### src/rtl/core/hsps_pkg.sv
package hsps_pkg;

  typedef enum logic [5:0] {
    ST_PROFILE, ST_CONSTR, ST_LEVEL, ST_SPSID, ST_CHROMA, ST_SEPCOL, ST_DEPTHL, ST_DEPTHC,
    ST_BYPASS, ST_MATRIX, ST_LISTFLAG, ST_DELTA, ST_FRAMENUM, ST_POCTYPE, ST_POCLSB,
    ST_DELTAZERO, ST_OFFNONREF, ST_OFFTOP, ST_CYCLE, ST_OFFFRAME, ST_REFFRAMES, ST_GAPS,
    ST_WIDTH, ST_HEIGHT, ST_FRAMEMBS, ST_MBAFF, ST_DIRECT, ST_CROPFLAG, ST_CROPL, ST_CROPR,
    ST_CROPT, ST_CROPB
  } step_t;

  localparam logic [1:0] RES_OK    = 2'd0;
  localparam logic [1:0] RES_TRUNC = 2'd1;
  localparam logic [1:0] RES_RANGE = 2'd2;

  // fixed field width, 0 for Exp-Golomb
  function automatic logic [3:0] step_bits(input step_t s);
    case (s)
      ST_PROFILE, ST_CONSTR, ST_LEVEL: step_bits = 4'd8;
      ST_SEPCOL, ST_BYPASS, ST_MATRIX, ST_LISTFLAG, ST_DELTAZERO, ST_GAPS,
      ST_FRAMEMBS, ST_MBAFF, ST_DIRECT, ST_CROPFLAG: step_bits = 4'd1;
      default: step_bits = 4'd0;
    endcase
  endfunction

  // controller -> datapath
  typedef struct packed {
    logic load;   // latch a new byte into the shifter
    logic shift;  // feed one bit
    logic rearm;  // return to reset state
  } dp_cmd_t;

  // datapath -> controller
  typedef struct packed {
    logic       drop;   // latched byte is an emulation-prevention byte
    logic       done;   // bit just fed ended the parse
    logic [1:0] res;
  } dp_sts_t;

endpackage

### src/rtl/core/h264_sps_header_parser_core.sv
// channel | ports        | payload
// in      | in_t*        | tdata[7:0] data_byte, tlast is_last
// out     | out_t*       | tdata[55:0] status..interlaced
// Steps: a byte is loaded, checked, fed to the syntax decoder one bit per cycle
//   (up to 8, while the output is free) and ended; a dropped byte skips the bits,
//   and a byte that arrives after the result (ignored) goes straight to the end.
// Reset: rst_n synchronous, active low; parser re-arms after every last byte.
// Stalls: bit feeding and the end of a byte wait while the output register
//   holds an untaken beat.
module h264_sps_header_parser_core #(
  parameter int MAX_LEADING_ZEROS = 31
) (
  input  logic        clk,
  input  logic        rst_n,
  input  logic        in_tvalid,
  output logic        in_tready,
  input  logic [7:0]  in_tdata,   // data_byte
  input  logic        in_tlast,   // is_last
  output logic        out_tvalid,
  input  logic        out_tready,
  // status[1:0] profile[9:2] level[17:10] ref_frames[25:18] width_mbs[36:26]
  // height_mbs[48:37] interlaced[49], zeros above
  output logic [55:0] out_tdata
);
  import hsps_pkg::*;

  dp_cmd_t     cmd;
  dp_sts_t     sts;
  logic [2:0]  bit_idx;
  logic        emit, emit_trunc, out_free;
  logic [1:0]  o_status;
  logic [7:0]  o_profile, o_level, o_ref;
  logic [10:0] o_width;
  logic [11:0] o_height;
  logic        o_inter;
  logic        ov_r, ov_nxt;
  logic [55:0] od_r, od_nxt;

  assign out_free = !ov_r || out_tready;

  hsps_ctrl u_ctrl (
    .clk, .rst_n, .in_fire(in_tvalid && in_tready), .in_last(in_tlast), .out_free,
    .sts, .in_ready(in_tready), .cmd, .bit_idx, .emit, .emit_trunc
  );

  hsps_datapath #(.MAX_LEADING_ZEROS(MAX_LEADING_ZEROS)) u_dp (
    .clk, .rst_n, .byte_in(in_tdata), .cmd, .bit_idx, .sts, .o_status, .o_profile,
    .o_level, .o_ref, .o_width, .o_height, .o_inter
  );

  always_comb begin
    ov_nxt = ov_r && !out_tready;
    od_nxt = od_r;
    if (emit) begin
      ov_nxt = 1'b1;
      if (emit_trunc) od_nxt = {54'd0, RES_TRUNC};
      else if (o_status != RES_OK) od_nxt = {54'd0, o_status};
      else od_nxt = {6'd0, o_inter, o_height, o_width, o_ref, o_level, o_profile, o_status};
    end
  end

  always_ff @(posedge clk) begin
    if (!rst_n) ov_r <= 1'b0;
    else ov_r <= ov_nxt;
  end
  always_ff @(posedge clk) od_r <= od_nxt;

  assign out_tvalid = ov_r;
  assign out_tdata  = od_r;
endmodule

### src/rtl/core/hsps_datapath.sv
module hsps_datapath #(
  parameter int MAX_LEADING_ZEROS = 31
) (
  input  logic              clk,
  input  logic              rst_n,
  input  logic [7:0]        byte_in,
  input  hsps_pkg::dp_cmd_t cmd,
  input  logic [2:0]        bit_idx,
  output hsps_pkg::dp_sts_t sts,
  output logic [1:0]        o_status,
  output logic [7:0]        o_profile,
  output logic [7:0]        o_level,
  output logic [7:0]        o_ref,
  output logic [10:0]       o_width,
  output logic [11:0]       o_height,
  output logic              o_inter
);
  import hsps_pkg::*;

  logic [15:0] prev_r, prev_nxt;
  logic [7:0]  byte_r, byte_nxt;
  logic        drop_r, drop_nxt;
  step_t       step_r, step_nxt;
  logic [5:0]  zc_r, zc_nxt;
  logic [5:0]  bl_r, bl_nxt;
  logic [31:0] fv_r, fv_nxt;
  logic [2:0]  li_r, li_nxt;
  logic [6:0]  ci_r, ci_nxt;
  logic [7:0]  ls_r, ls_nxt, ns_r, ns_nxt;
  logic [7:0]  cc_r, cc_nxt;
  logic [7:0]  prof_r, prof_nxt, lev_r, lev_nxt, ref_r, ref_nxt;
  logic [9:0]  w_r, w_nxt, h_r, h_nxt;
  logic        il_r, il_nxt;

  logic        b, comp;
  logic [32:0] v;
  logic [31:0] egbase, h, d;
  logic [7:0]  nsv;
  logic [6:0]  sz;
  logic [3:0]  fb;
  logic [1:0]  res;
  logic        dn;

  always_comb begin
    prev_nxt = prev_r; byte_nxt = byte_r; drop_nxt = drop_r;
    step_nxt = step_r; zc_nxt = zc_r; bl_nxt = bl_r; fv_nxt = fv_r;
    li_nxt = li_r; ci_nxt = ci_r; ls_nxt = ls_r; ns_nxt = ns_r; cc_nxt = cc_r;
    prof_nxt = prof_r; lev_nxt = lev_r; ref_nxt = ref_r; w_nxt = w_r; h_nxt = h_r;
    il_nxt = il_r;
    dn = 1'b0; res = RES_OK; comp = 1'b0; v = '0;
    b = byte_r[bit_idx];
    fb = step_bits(step_r);
    egbase = (32'd1 << zc_r[4:0]) - 32'd1;
    h = '0; d = '0; nsv = '0; sz = '0;
    if (cmd.load) begin
      drop_nxt = (prev_r == 16'h0000) && (byte_in == 8'h03);
      prev_nxt = {prev_r[7:0], byte_in};
      byte_nxt = byte_in;
    end
    if (cmd.shift) begin
      if (fb != 4'd0) begin
        fv_nxt = {fv_r[30:0], b};
        bl_nxt = bl_r - 6'd1;
        if (bl_r == 6'd1) begin comp = 1'b1; v = {1'b0, fv_nxt}; end
      end else if (bl_r == 6'd0) begin
        if (!b) begin
          zc_nxt = zc_r + 6'd1;
          if (zc_nxt > 6'(MAX_LEADING_ZEROS)) begin dn = 1'b1; res = RES_RANGE; end
        end else if (zc_r == 6'd0) begin
          comp = 1'b1;
        end else begin
          bl_nxt = zc_r; fv_nxt = '0;
        end
      end else begin
        fv_nxt = {fv_r[30:0], b};
        bl_nxt = bl_r - 6'd1;
        if (bl_r == 6'd1) begin comp = 1'b1; v = {1'b0, egbase} + {1'b0, fv_nxt}; end
      end
      if (comp) begin
        step_nxt = step_r;
        case (step_r)
          ST_PROFILE: begin prof_nxt = v[7:0]; step_nxt = ST_CONSTR; end
          ST_CONSTR:  step_nxt = ST_LEVEL;
          ST_LEVEL:   begin lev_nxt = v[7:0]; step_nxt = ST_SPSID; end
          ST_SPSID:   step_nxt = (prof_r == 8'd100) ? ST_CHROMA : ST_FRAMENUM;
          ST_CHROMA: begin
            if (v > 33'd3) begin dn = 1'b1; res = RES_RANGE; end
            step_nxt = (v == 33'd3) ? ST_SEPCOL : ST_DEPTHL;
          end
          ST_SEPCOL: step_nxt = ST_DEPTHL;
          ST_DEPTHL: step_nxt = ST_DEPTHC;
          ST_DEPTHC: step_nxt = ST_BYPASS;
          ST_BYPASS: step_nxt = ST_MATRIX;
          ST_MATRIX: begin
            li_nxt = '0;
            step_nxt = v[0] ? ST_LISTFLAG : ST_FRAMENUM;
          end
          ST_LISTFLAG, ST_DELTA: begin
            if (step_r == ST_LISTFLAG) begin
              ls_nxt = 8'd8; ns_nxt = 8'd8; ci_nxt = '0;
            end else begin
              h = v[32:1];
              d = v[0] ? h + 32'd1 : 32'd0 - h;
              nsv = ls_r + d[7:0];
              ns_nxt = nsv;
              if (nsv != 8'd0) ls_nxt = nsv;
              ci_nxt = ci_r + 7'd1;
            end
            sz = (li_r < 3'd6) ? 7'd16 : 7'd64;
            if ((step_r == ST_DELTA || v[0]) && ns_nxt != 8'd0 && ci_nxt < sz)
              step_nxt = ST_DELTA;
            else if (li_r == 3'd7) step_nxt = ST_FRAMENUM;
            else begin li_nxt = li_r + 3'd1; step_nxt = ST_LISTFLAG; end
          end
          ST_FRAMENUM: step_nxt = ST_POCTYPE;
          ST_POCTYPE: begin
            if (v > 33'd2) begin dn = 1'b1; res = RES_RANGE; end
            step_nxt = (v == 33'd0) ? ST_POCLSB : (v == 33'd1) ? ST_DELTAZERO : ST_REFFRAMES;
          end
          ST_POCLSB:    step_nxt = ST_REFFRAMES;
          ST_DELTAZERO: step_nxt = ST_OFFNONREF;
          ST_OFFNONREF: step_nxt = ST_OFFTOP;
          ST_OFFTOP:    step_nxt = ST_CYCLE;
          ST_CYCLE: begin
            if (v > 33'd255) begin dn = 1'b1; res = RES_RANGE; end
            cc_nxt = v[7:0];
            step_nxt = (v[7:0] == 8'd0) ? ST_REFFRAMES : ST_OFFFRAME;
          end
          ST_OFFFRAME: begin
            if (cc_r != 8'd0) cc_nxt = cc_r - 8'd1;
            step_nxt = (cc_nxt == 8'd0) ? ST_REFFRAMES : ST_OFFFRAME;
          end
          ST_REFFRAMES: begin
            if (v > 33'd255) begin dn = 1'b1; res = RES_RANGE; end
            ref_nxt = v[7:0]; step_nxt = ST_GAPS;
          end
          ST_GAPS: step_nxt = ST_WIDTH;
          ST_WIDTH: begin
            if (v > 33'd1023) begin dn = 1'b1; res = RES_RANGE; end
            w_nxt = v[9:0]; step_nxt = ST_HEIGHT;
          end
          ST_HEIGHT: begin
            if (v > 33'd1023) begin dn = 1'b1; res = RES_RANGE; end
            h_nxt = v[9:0]; step_nxt = ST_FRAMEMBS;
          end
          ST_FRAMEMBS: begin
            il_nxt = !v[0];
            step_nxt = v[0] ? ST_DIRECT : ST_MBAFF;
          end
          ST_MBAFF:  step_nxt = ST_DIRECT;
          ST_DIRECT: step_nxt = ST_CROPFLAG;
          ST_CROPFLAG: begin
            if (!v[0]) dn = 1'b1;
            step_nxt = ST_CROPL;
          end
          ST_CROPL: step_nxt = ST_CROPR;
          ST_CROPR: step_nxt = ST_CROPT;
          ST_CROPT: step_nxt = ST_CROPB;
          default: dn = 1'b1;
        endcase
        // start() of the next field
        bl_nxt = {2'b0, step_bits(step_nxt)};
        zc_nxt = '0;
        fv_nxt = '0;
      end
    end
    if (cmd.rearm) begin
      prev_nxt = 16'hFFFF; step_nxt = ST_PROFILE; zc_nxt = '0; bl_nxt = 6'd8;
      fv_nxt = '0; li_nxt = '0; ci_nxt = '0; ls_nxt = 8'd8; ns_nxt = 8'd8; cc_nxt = '0;
      prof_nxt = '0; lev_nxt = '0; ref_nxt = '0; w_nxt = '0; h_nxt = '0; il_nxt = 1'b0;
    end
  end

  always_ff @(posedge clk) begin
    if (!rst_n) begin
      prev_r <= 16'hFFFF; step_r <= ST_PROFILE; zc_r <= '0; bl_r <= 6'd8; fv_r <= '0;
      li_r <= '0; ci_r <= '0; ls_r <= 8'd8; ns_r <= 8'd8; cc_r <= '0;
      prof_r <= '0; lev_r <= '0; ref_r <= '0; w_r <= '0; h_r <= '0; il_r <= 1'b0;
      drop_r <= 1'b0;
    end else begin
      prev_r <= prev_nxt; step_r <= step_nxt; zc_r <= zc_nxt; bl_r <= bl_nxt;
      fv_r <= fv_nxt; li_r <= li_nxt; ci_r <= ci_nxt; ls_r <= ls_nxt; ns_r <= ns_nxt;
      cc_r <= cc_nxt; prof_r <= prof_nxt; lev_r <= lev_nxt; ref_r <= ref_nxt;
      w_r <= w_nxt; h_r <= h_nxt; il_r <= il_nxt; drop_r <= drop_nxt;
    end
  end

  always_ff @(posedge clk) byte_r <= byte_nxt;

  assign sts.drop = drop_r;
  assign sts.done = dn;
  assign sts.res  = res;

  // result fields from current state (valid when the parse completes)
  logic [11:0] hsum;
  assign hsum      = {2'b0, h_r} + 12'd1;
  assign o_status  = res;
  assign o_profile = prof_r;
  assign o_level   = lev_r;
  assign o_ref     = ref_r;
  assign o_width   = {1'b0, w_r} + 11'd1;
  assign o_height  = il_r ? {hsum[10:0], 1'b0} : hsum;
  assign o_inter   = il_r;
endmodule

### src/rtl/core/hsps_ctrl.sv
module hsps_ctrl (
  input  logic              clk,
  input  logic              rst_n,
  input  logic              in_fire,
  input  logic              in_last,
  input  logic              out_free,
  input  hsps_pkg::dp_sts_t sts,
  output logic              in_ready,
  output hsps_pkg::dp_cmd_t cmd,
  output logic [2:0]        bit_idx,
  output logic              emit,
  output logic              emit_trunc
);
  import hsps_pkg::*;

  typedef enum logic [3:0] {
    S_IDLE = 4'b0001, S_CHECK = 4'b0010, S_BITS = 4'b0100, S_END = 4'b1000
  } state_t;

  state_t     st_r, st_nxt;
  logic [2:0] bi_r, bi_nxt;
  logic       last_r, last_nxt;
  logic       fin_r, fin_nxt;

  always_comb begin
    st_nxt = st_r; bi_nxt = bi_r; last_nxt = last_r; fin_nxt = fin_r;
    cmd = '0; emit = 1'b0; emit_trunc = 1'b0;
    in_ready = (st_r == S_IDLE);
    case (st_r)
      S_IDLE: if (in_fire) begin
        last_nxt = in_last; bi_nxt = 3'd7;
        if (fin_r) st_nxt = S_END;
        else begin cmd.load = 1'b1; st_nxt = S_CHECK; end
      end
      S_CHECK: st_nxt = sts.drop ? S_END : S_BITS;
      S_BITS: if (out_free) begin
        cmd.shift = 1'b1;
        if (sts.done) begin
          emit = 1'b1; fin_nxt = 1'b1; st_nxt = S_END;
        end else if (bi_r == 3'd0) st_nxt = S_END;
        else bi_nxt = bi_r - 3'd1;
      end
      S_END: if (out_free) begin
        if (last_r) begin
          if (!fin_r) begin emit = 1'b1; emit_trunc = 1'b1; end
          cmd.rearm = 1'b1; fin_nxt = 1'b0;
        end
        st_nxt = S_IDLE;
      end
      default: st_nxt = S_IDLE;
    endcase
  end

  always_ff @(posedge clk) begin
    if (!rst_n) begin
      st_r <= S_IDLE; bi_r <= '0; last_r <= 1'b0; fin_r <= 1'b0;
    end else begin
      st_r <= st_nxt; bi_r <= bi_nxt; last_r <= last_nxt; fin_r <= fin_nxt;
    end
  end

  assign bit_idx = bi_r;
endmodule

### config.mk
export PLATFORM = sky130hd
export DESIGN_NAME = h264_sps_header_parser_core
export DESIGN_NICKNAME = d
export VERILOG_FILES = /design/src/rtl/core/hsps_pkg.sv /design/src/rtl/core/h264_sps_header_parser_core.sv /design/src/rtl/core/hsps_datapath.sv /design/src/rtl/core/hsps_ctrl.sv
export SDC_FILE = /design/constraint.sdc
export NUM_CORES = 1
export LEC_CHECK = 0
export BUFFER_PORTS_ARGS = -buffer_cell sky130_fd_sc_hd__buf_2
export CAP_MARGIN = 20
export CORE_MARGIN = 2
export CORE_UTILIZATION = 45
export CTS_CLUSTER_DIAMETER = 80
export DETAILED_ROUTE_END_ITERATION = 12
export PLACE_DENSITY_LB_ADDON = 0.12
export SLEW_MARGIN = 10
export SYNTH_ARGS = -nofsm -noshare
export SYNTH_HDL_FRONTEND = slang
export SYNTH_SLANG_ARGS = --single-unit
### constraint.sdc
create_clock -name clk -period 26.7 [get_ports clk]
set_input_delay 1.335 -clock clk [delete_from_list [all_inputs] [get_ports clk]]
set_output_delay 1.335 -clock clk [all_outputs]
set_load 0.005 [all_outputs]
---- Word level (Yosys, flattened, before mapping) ----
Memory sizes are Yosys's and may differ from the RTL's. A register that Yosys moved wholly into a read port is not among the register bits.
Cells that the tools add are included.
storage, ports and cells
  register bits ........................... 211
  memories kept ........................... 2
  output and inout port bits .............. 58
  input port bits ......................... 13
  ROM bits ................................ 128
memories
  memory           words  bits a word  rd ports  clocked after memory_dff  wr ports  line            source
  (no name shown)  32     2            1         1                         0         hsps_pkg.sv:17  case (s)
  (no name shown)  32     2            1         0                         0         hsps_pkg.sv:17
operators by class
  mux-type cells .......................... 121
  bitwise gates (word level) .............. 1
  reductions and logical operators ........ 53
  eq/ne operators ......................... 54
  shift-type cells ........................ 1
  add/sub/neg operators ................... 13
  order comparisons ....................... 8
operators by type and width
  cell                     count
  $pmux W6 S30             1
  $mux W31                 5
  $mux W33                 4
  $eq A6 B5 Y1 const B     15
  $mux W8                  11
  $mux W6                  13
  $gt A33 B2 Y1 const B    2
  $eq A6 B4 Y1 const B     8
  $mux W4                  10
  $mux W1                  36
  $mux W7                  5
  $add A32 B32 Y33         1
  $eq A33 B1 Y1 const B    1
  $eq A33 B2 Y1 const B    1
  $gt A33 B10 Y1 const B   1
  $gt A33 B8 Y1 const B    1
  $logic_not A33 Y1        1
  $mux W32                 1
  $shl A1 B5 Y32 const A   1
  $sub A32 B1 Y32 const B  1
  $mux W3                  10
  $reduce_and A3 Y1        9
  $eq A6 B3 Y1 const B     4
  $mux W2                  12
  other kinds (54)         97

---- Logic depth before layout (Yosys ltp) ----
Gate-level depths: netlist (run 1).
An unclocked memory read counts as a cell.
  depth in word-level cells ............... 24
  mapped depth ............................ 32

---- Cells and area by module ----
A second synthesis (run 1) with hierarchy kept.
unflattened totals
  cell total of the unflattened synthesis .. 1690
  area total of the unflattened synthesis .. 13606.8 µm²
modules (own cells, without submodules)
  module                       area each (µm²)  cells an instance  instances  sequential area each (µm²)
  hsps_datapath                11031.8          1501               1          3022.9
  h264_sps_header_parser_core  1956.9           118                1          1521.5
  hsps_ctrl                    618.1            71                 1          180.2

---- Least setup slack after synthesis (run 1) ----
Ideal clock, no wire load.
  path kind ............................... flip-flop to flip-flop
  start ................................... reg u_dp.zc_r[1]
  end ..................................... reg od_r[0] (netlist: out_tdata[0]) (enable)
  library setup time ...................... 0.529 ns
  data required time ...................... 26.171 ns
  path buffers ............................ 3
  setup slack ............................. 17.011 ns
  cell stages (with the launch flop) ...... 28
  clock period less this slack ............ 9.689 ns
  arrival time ............................ 9.159 ns
  path through ............................ dfxtp_1 inv_1 ha_1 clkbuf_1 or2_2 clkbuf_1 a2111oi_0 o21ai_1 nand2b_1 o21bai_1 a21oi_1 o21ai_1 a31o_2 o21bai_1 o31ai_1 ha_1 clkbuf_1 and3_1 a311o_1 o21a_1 a221oi_1 a21oi_1 nand4_1 o31a_1 a2111oi_0 o211a_1 a31o_2 o21ai_0
between the ends
  cells in the longest elaborated chain, start to end .. 15
  elaborated cells on any way between the ends .. 34
ends and longest elaborated chain
  what                                          line                                        source
  start: declaration                            hsps_datapath.sv:24                         logic [5:0] zc_r, zc_nxt;
  start signal: assignment                      hsps_datapath.sv:181                        prev_r <= prev_nxt; step_r <= step_nxt; zc_r <= zc_nxt; bl_r <= bl_nxt;
  $shl A1 B5 Y32                                hsps_datapath.sv:53                         egbase = (32'd1 << zc_r[4:0]) - 32'd1;
  $sub A32 B1 Y32                               hsps_datapath.sv:53
  $add A32 B32 Y33                              hsps_datapath.sv:77                         if (bl_r == 6'd1) begin comp = 1'b1; v = {1'b0, egbase} + {1'b0, fv_nxt}; end
  $mux W33                                      hsps_datapath.sv:77
  $mux W33                                      hsps_datapath.sv:65                         end else if (bl_r == 6'd0) begin
  $mux W33                                      hsps_datapath.sv:61                         if (fb != 4'd0) begin
  $mux W33                                      hsps_datapath.sv:60                         if (cmd.shift) begin
  $gt A33 B10 Y1, or another cell as far along  hsps_datapath.sv:139, hsps_datapath.sv:143
  $mux W1 (on tied branches)                    -
  $pmux W1 S6                                   hsps_datapath.sv:81                         case (step_r)
  $mux W1 (*)                                   hsps_datapath.sv:79                         if (comp) begin
  $mux W1 (*)                                   hsps_datapath.sv:60
  $mux W1 (*)                                   hsps_ctrl.sv:38                             if (sts.done) begin
  $mux W1 (*)                                   hsps_ctrl.sv:36                             S_BITS: if (out_free) begin
  $pmux W1 S2 (*)                               hsps_ctrl.sv:29                             case (st_r)
  via emit                                      h264_sps_header_parser_core.sv:30           logic emit, emit_trunc, out_free;
  end signal: assignment                        h264_sps_header_parser_core.sv:66           always_ff @(posedge clk) od_r <= od_nxt;
  end: declaration                              h264_sps_header_parser_core.sv:37           logic [55:0] od_r, od_nxt;
The timed path passes the listed nets; every way through them passes the cells marked *. The select of a mux whose other input is x is not followed.
A chain may end at the register's enable or synchronous reset.

---- Worst setup path in the final report (run 1) ----
  start ................................... reg u_dp.zc_r[2]
  end ..................................... reg od_r[42] (netlist: out_tdata[42]) (enable)
The elaborated chain is that of the path after synthesis.

==> results of run 1 <==
[logic make-up after synthesis]
family	Yosys count
muxes	14
adders and majority gates	77
and+or+nand+nor	760
other	1
xor gates and xnor gates	59
DFF	207
AOI/OAI and AO/OA	466
buffers and inverters	141
[stage by stage]
step	power (µW)	instance area (µm²)	worst slack, ps	hold WS, ps	instances
2_1_floorplan	358	13700	17010	441	1730
3_3_place_gp	364	14100	18500	451	2098
3_5_place_dp	364	14100	18580	455	2098
4_1_cts	710	15000	18570	476	2144
5_1_grt	729	15000	17780	489	2145
6_report	703	15000	18450	472	2145
[registers in the layout (all words and copies together), names as in the netlist, 10 cells and up, named ones only]
register     cells
out_tdata       50
u_dp.h_r        10
u_dp.fv_r       31
u_dp.prev_r     16
u_dp.w_r        10
[final cells by class]
type / instances / area, µm² / area share [%]
multi-input cells: 1382 / 8360 / 55.8
flip-flops and latches: 207 / 4720 / 31.5
clock buffers: 27 / 633 / 4.23
well taps: 390 / 488 / 3.26
repair buffers: 75 / 400 / 2.67
clock inverters: 19 / 211 / 1.41
inverters: 45 / 169 / 1.13
[report_power, final]
group          internal (µW)  total, µW  switching, µW
Combinational           9.46       25.8           16.3
Sequential               327        332           4.61
Clock                    203        346            142
Total                    540        703            163
[layout by cell type, fill, tap and decap left out, types with 10 or more instances in the layout]
master | synthesis | routed
a22oi_1 | 43 | 43
clkbuf_16 | 0 | 25
nor2_1 | 275 | 274
or3_1 | 18 | 18
o21ai_1 | 12 | 12
buf_2 | 17 | 65
and3_1 | 14 | 14
a21o_1 | 13 | 13
mux2i_1 | 11 | 11
o21ai_0 | 79 | 78
a211oi_1 | 34 | 34
xnor2_1 | 27 | 27
nand2b_1 | 15 | 15
nand4_1 | 23 | 23
inv_1 | 41 | 41
and2_1 | 14 | 14
nand2_1 | 201 | 200
nor3_1 | 57 | 57
nor2b_1 | 15 | 15
a21oi_1 | 138 | 138
xor2_1 | 31 | 31
o211ai_1 | 11 | 11
buf_4 | 8 | 10
dfxtp_1 | 149 | 149
nor4_1 | 24 | 24
nand3_1 | 62 | 62
edfxtp_1 | 58 | 58
ha_1 | 75 | 75
[per-layer routing]
metal	GRT usage, %	wire, µm	vias up
met5	0	0	-
met4	6.08	780	0
met3	2.79	2230	57
met2	39.7	17600	369
met1	34.7	18600	6015
li1	-	-	6306
[critical path, stage by stage (launching register included)]
cell and delay [ps]:
dfxtp_1 960, inv_1 270, ha_1 450, a2111oi_0 470, o21ai_1 290, nand2b_1 300, o21bai_1 210, a21oi_1 220
o21ai_1 210, a31o_2 310, nor2_1 90, o32ai_1 110, ha_1 410, nand2_1 120, nor2_1 210, nand3_1 170
a2111oi_0 650, o211ai_1 230, nand3_1 130, nor3b_1 260, o31a_1 350, a2111oi_0 120, o211a_1 300, a31o_2 310
o21ai_4 140, buf_4 520
[worst min path at each step]
stage / startpoint / end / slack (ps)
2_1_floorplan: u_dp.prev_r[9] / u_dp.prev_r[9] / 440
3_3_place_gp: u_dp.ci_r[6] / u_dp.ci_r[6] / 450
3_5_place_dp: u_dp.prev_r[9] / u_dp.prev_r[9] / 450
4_1_cts: u_dp.prev_r[9] / u_dp.prev_r[9] / 480
5_1_grt: u_dp.prev_r[9] / u_dp.prev_r[9] / 490
6_report: u_dp.prev_r[12] / u_dp.prev_r[12] / 470
==> qor_table.md, run 1 <==
| Quantity | This run | Unit |
|:---|:---|:---|
| Sequential area share after synthesis | 34.7 | % |
| Antenna violations before repair | 0 | - |
| Final standard cell utilization of the core | 50.4 | % |
| Die Height | 178 | µm |
| Skew final | 23.0 | ps |
| Fillcell total | 3002 | - |
| Count of antenna diodes in the layout | 0 | - |
| Full die area | 0.0317 | mm² |
| Worst VDD drop | 0.0497 | mV |
| Adder-cell share of the synthesized area | 7.18 | % |
| Pleak | 0.00586 | µW |
| Worst setup path class | flip-flop to flip-flop | - |
| Cell types with the largest area share after synthesis | dfxtp_1 (22%), edfxtp_1 (13%), nor2_1 (7.6%) | - |
| Iteration-0 DRC Markers | 1049 | - |
| Ports placed on the boundary | 71 | - |
| DRC Markers | 0 | - |
| Xor-xnor portion of the synthesized cell area | 3.85 | % |
| Gate Count Post-Synth | 1725 | - |
| Crit Path Max Fanout | 50 | - |
| Synth Flop Type | dfxtp_1 | - |
| Final wirelength | 39200 | µm |
| Endpoint kind of the worst setup timing path | flip-flop | - |
| Area growth from synthesis to layout | 9.92 | % |
| Synthesized-area fraction occupied by ao, oa, aoi and oai cells | 22.9 | % |
| Routability-driven placement congestion ratio | 0.934 | - |
| Cells resized by post-CTS repair | 0 | - |
| Logic depth of the worst register-to-register path | 25 | - |
| Multiplexer share of the synthesized area | 1.22 | % |
| Actual transition at the worst max-transition pin | 1100 | ps |
| Post-CTS Repair Setup Buffers | 0 | - |
| Wire length of the first global-routing pass | 62500 | µm |
| Vias per cell | 5.94 | - |
| Overall routing resource usage | 24.5 | % |
| Final net count | 1826 | - |
| Count of antenna-violating nets left after detailed routing | 0 | - |
| Crit path launch | u_dp.zc_r[2] | - |
| Row count | 63 | - |
| Syn avg cell area | 7.90 | µm² |
| Clock period minus worst slack | 8250 | ps |
| Final Setup Violations | 0 | - |
| Cell type contributing the most total cell area after synthesis | dfxtp_1 | - |
| Worst Hold Path Cells | 2 | - |
| Required time of the critical path | 26860 | ps |
| Final TNS setup | 0 | ps |
| Worst reg2reg path endpoint | out_tdata[42] | - |
| Synthesized flop and latch total | 207 | - |
| Final-report max-slew violation count | 0 | - |
| R2r startpoint | u_dp.zc_r[2] | - |
| Cell types with the highest counts after synthesis | nor2_1 (275), nand2_1 (201), dfxtp_1 (149) | - |
| TritonCTS buffer count | 25 | - |
| Quantity of I/O buffers inserted on ports | 64 | - |
| Source-to-sink clock delay at the later pin of the worst-skew pair | 540 | ps |
| CTS sink count | 207 | - |
| Pin count of the biggest net entering global routing | 62 | - |
| Count of TritonRoute iterations in the first routing pass | 5 | - |
| Total core area | 0.0297 | mm² |
| DP HPWL | 28600 | µm |
| Post-detailed-route wirelength per cell | 18.3 | µm |
| Layout cell share with drive strength beyond 1 | 9.57 | % |
| Number of global-route vias before repair | 11633 | - |
| Cell at the root of the clock tree | clkbuf_16 | - |
| RSZ-0062 raised after global routing | no | - |
| Endpoints failing hold | 0 | - |
| Power density over the cells | 46.9 | mW/mm² |
| Worst endpoint data arrival time | 8420 | ps |
| Main combinational cell family by area after synthesis | simple AND/OR/NAND/NOR gates | - |
| Share of synthesized flip-flops with an asynchronous set or reset | 0 | % |
| F_max | 121 | MHz |
| End point of the critical path | out_tdata[42] | - |
| Worst-case clock buffer depth | 3 | - |
| Initial Utilization | 45.9 | % |
| Clock edge transition at the registers on the reported setup and hold paths | 60 | ps |
| Status | complete, no violations | - |
| Via total after detailed routing | 12747 | - |
| Cell with the most instances after synthesis | nor2_1 | - |
| Yosys warning count | 0 | - |
| Post-Synth Simple-Gate Area | 25.7 | % |
| Post-Synthesis Cell Area | 0.0136 | mm² |
| Max_cap viols | 0 | - |
| Htree depth | 1 | - |
| Hold_buf cts | 0 | - |
| Congestion Overflow GR | 0 | - |
| Share of Yosys cell area claimed by the top area cell type | 21.9 | % |
| Die outline width | 178 | µm |
| Number of distinct standard cells referenced by the synthesized netlist | 92 | - |
| Minimum setup slack among reg-to-reg paths | 18450 | ps |
| Sort of element at the start of the critical path | flip-flop | - |
| TritonCTS clock tree | built | - |
| Worst hold path type | flip-flop to flip-flop | - |
| Number of enable flip-flop cells after synthesis | 58 | - |
| Max_slew headroom | 26.2 | % |
| Final worst path period share | 30.9 | % |
No activity file was read; power rests on OpenSTA's default activity.
==> inputs of run 2 (changes only) <==
==> constraint.sdc (replaced) <==
create_clock -name clk -period 7.17 [get_ports clk]
set_input_delay 0.3585 -clock clk [delete_from_list [all_inputs] [get_ports clk]]
set_output_delay 0.3585 -clock clk [all_outputs]
set_load 0.005 [all_outputs]
==> run 2 against run 1 <==
Against the previous run: worst setup slack got worse by 18000 ps; sequential power increased to 3.7 times the previous value; sequential share of layout area decreased by 0.55 points; fmax increased by 23%; count of clock-buffer cells in the layout increased by 1; clock skew decreased by 12 ps; non-clock buffer count increased by 26; hold slack got worse by 450 ps; cell count increased by 1.2%; via count increased by 1.6%; core utilization increased by 0.91 points; highest routed layer unchanged.
==> qor_table.md, run 2 (same netlist as run 1, synthesis figures left out) <==
| Quantity | This run | Unit | Change |
|:---|:---|:---|:---|
| Pin count of the biggest net entering global routing | 77 | - | +24% |
| Pleak | 0.00599 | µW | +2.3% |
| Source-to-sink clock delay at the later pin of the worst-skew pair | 550 | ps | about the same |
| Combinational share of power | 3.6 | % | about the same |
| Routability-driven placement congestion ratio | 0.949 | - | +1.6% |
| Wire length of the first global-routing pass | 61400 | µm | -1.8% |
| Count of antenna-violating nets left after detailed routing | 0 | - | unchanged |
| NetSw | 620 | µW | +280% |
| Worst VDD drop | 0.154 | mV | +210% |
| Power density over the cells | 173 | mW/mm² | +270% |
| Congestion Overflow GR | 0 | - | unchanged |
| Vias per cell | 5.97 | - | +0.42% |
| Final net count | 1852 | - | +1.4% |
| Worst-case clock buffer depth | 3 | - | unchanged |
| Quantity of I/O buffers inserted on ports | 64 | - | unchanged |
| Number of flip-flops under the largest register name | 50 | - | unchanged |
| Endpoint kind of the worst setup timing path | flip-flop | - |  |
| Full die area | 0.0317 | mm² | unchanged |
| Final wirelength | 38900 | µm | -0.91% |
| Worst hold path type | primary input to flip-flop | - |  |
| TritonCTS buffer count | 25 | - | unchanged |
| Final-report max-slew violation count | 0 | - | unchanged |
| PnR Total Power | 2630 | µW | +270% |
| Filler-free cell count of the finished design | 2171 | - | +1.2% |
| Area growth from synthesis to layout | 11.9 | % |  |
| Switching power share of the total | 23.5 | % | +0.35 points |
| Initial Utilization | 45.9 | % | unchanged |
| Count of antenna diodes in the layout | 0 | - | unchanged |
| Clock period minus worst slack | 6730 | ps | -1520 ps |
| Fillcell total | 2903 | - | -3.3% |
| Required time of the critical path | 7660 | ps | -19200 ps |
| Cell at the root of the clock tree | clkbuf_16 | - |  |
| CTS sink count | 207 | - | unchanged |
| Sort of element at the start of the critical path | flip-flop | - |  |
| Htree depth | 1 | - | unchanged |
| TritonCTS clock tree | built | - |  |
| CP bufs+invs | 0 | - | -2 |
| Antenna violations before repair | 0 | - | unchanged |
| Ports placed on the boundary | 71 | - | unchanged |
| Most used cells in the layout excluding fill and tap cells | nor2_1 (273), nand2_1 (200), dfxtp_1 (148) | - |  |
| Layout cell share with drive strength beyond 1 | 11.4 | % | +1.8 points |
| Post-detailed-route wirelength per cell | 17.9 | µm | -2.1% |
| Sequential share of power | 46.9 | % | -0.3 points |
| Instance area after placement | 0.0143 | mm² | +1.5% |
| Worst setup path class | flip-flop to flip-flop | - |  |
| Cell type group with the largest total delay on the critical path | simple AND/OR/NAND/NOR gates | - |  |
| Via total after detailed routing | 12956 | - | +1.6% |
| Iteration-0 DRC Markers | 1222 | - | +16% |
| Endpoints failing hold | 0 | - | unchanged |
| Row count | 63 | - | unchanged |
| Worst endpoint data arrival time | 7220 | ps | -1200 ps |
| Actual transition at the worst max-transition pin | 1010 | ps | -88.4 ps |
| F_max | 149 | MHz | +23% |
| Die outline width | 178 | µm | unchanged |
| Max_cap viols | 0 | - | unchanged |
| Clock share of power | 49.5 | % | +0.4 points |
| Slowest cell on the critical path | or4_1 | - |  |
| Post-placement cell count | 2124 | - | +1.2% |
| DRC Markers | 0 | - | unchanged |
| Overall routing resource usage | 24.0 | % | -0.49 points |
| Final worst path period share | 93.9 | % | +63 points |
| Longest individual stage delay on the worst path | 550 | ps | -410 ps |
| Number of global-route vias before repair | 11276 | - | -3.1% |
| Skew final | 11.3 | ps | -11.7 ps |
| Die Height | 178 | µm | unchanged |
| Most frequent standard cell in the layout excluding fill and tap cells | nor2_1 | - |  |
| Post-CTS Repair Setup Buffers | 0 | - | unchanged |
| Status | complete, no violations | - |  |
| Minimum setup slack among reg-to-reg paths | 440 | ps | -18010 ps |
| Fin area | 0.0153 | mm² | +1.8% |
| Internal power | 2010 | µW | +270% |
| Clock edge transition at the registers on the reported setup and hold paths | 60 | ps | about the same |
| DP HPWL | 28500 | µm | -0.56% |
| Total core area | 0.0297 | mm² | unchanged |
| Count of TritonRoute iterations in the first routing pass | 5 | - | unchanged |
| Max_slew headroom | 32.7 | % | +6.5 points |
| Final Setup Violations | 0 | - | unchanged |
| Cell Chain, Critical Path | mux4_2 > mux2_2 > ha_1 > fa_1 > xnor2_1 > or3_1 > nand2_1 > nand2_2 > ha_1 > o21ai_0 > xnor2_1 > ha_1 > xnor2_1 > or4b_1 > or4_1 > a21oi_2 > nand3b_1 > o211a_1 > a211oi_1 > nand3_1 > a2111oi_2 > o22ai_1 > nand2_1 | - |  |
| Crit Path Max Fanout | 12 | - | -76% |
-- run 2: final cells by class --
class / count / area, µm² / area share [%]
Multi-Input combinational cell: 1382 / 8410 / 55.1
Sequential cell: 207 / 4730 / 31.0
Clock buffer: 28 / 637 / 4.17
Timing Repair Buffer: 101 / 623 / 4.08
Tap cell: 390 / 488 / 3.20
Clock inverter: 18 / 206 / 1.35
Inverter: 45 / 169 / 1.11
-- run 2: metrics by stage --
| stage | worst slack (ps) | util [%] | hold WS (ps) | setup TNS [ps] |
|---|---|---|---|---|
| final | 440 | 51.3 | 22.1 | 0 |
| after global routing | -56.2 | 51.3 | 14.9 | -56.2 |
| after CTS | 106 | 51.1 | 1.12 | 0 |
| after detailed placement | 109 | 48.3 | 457 | 0 |
| after global placement | 317 | 48.3 | 451 | 0 |
| after floorplan | 324 | - | 441 | 0 |
-- run 2: worst paths after layout --
check | start | endpoint | cells past startpoint
max | u_ctrl.bit_idx[0] | u_dp.bl_r[3] | 23
min reg2reg | u_dp.prev_r[15] | u_dp.prev_r[15] | 2
min | in_tdata[1] | u_dp.byte_r[1] | 1
max reg2reg | u_ctrl.bit_idx[0] | u_dp.bl_r[3] | 23
-- run 2: what timing repair did --
item	in CTS	in global routing
hold endpoints to repair	0	0
gates resized for setup	0	18
hold buffers	0	0
setup endpoints to repair	0	109
-- run 2: power by group through the flow --
stage / registers, µW / logic (µW) / clock network, µW
after global placement: 1260 / 94.4 / 0
after global routing: 1240 / 107 / 1380
final: 1240 / 94.9 / 1300
after detailed placement: 1260 / 95.4 / 0
after floorplan: 1260 / 76.1 / 0
after CTS: 1240 / 95.8 / 1330
-- run 2: routing by layer --
metal	part of all wire (%)	GRT usage (%)
met5	0	0
met4	2.7	7.79
met3	6.7	3.58
met2	44	37.5
met1	46	34.0
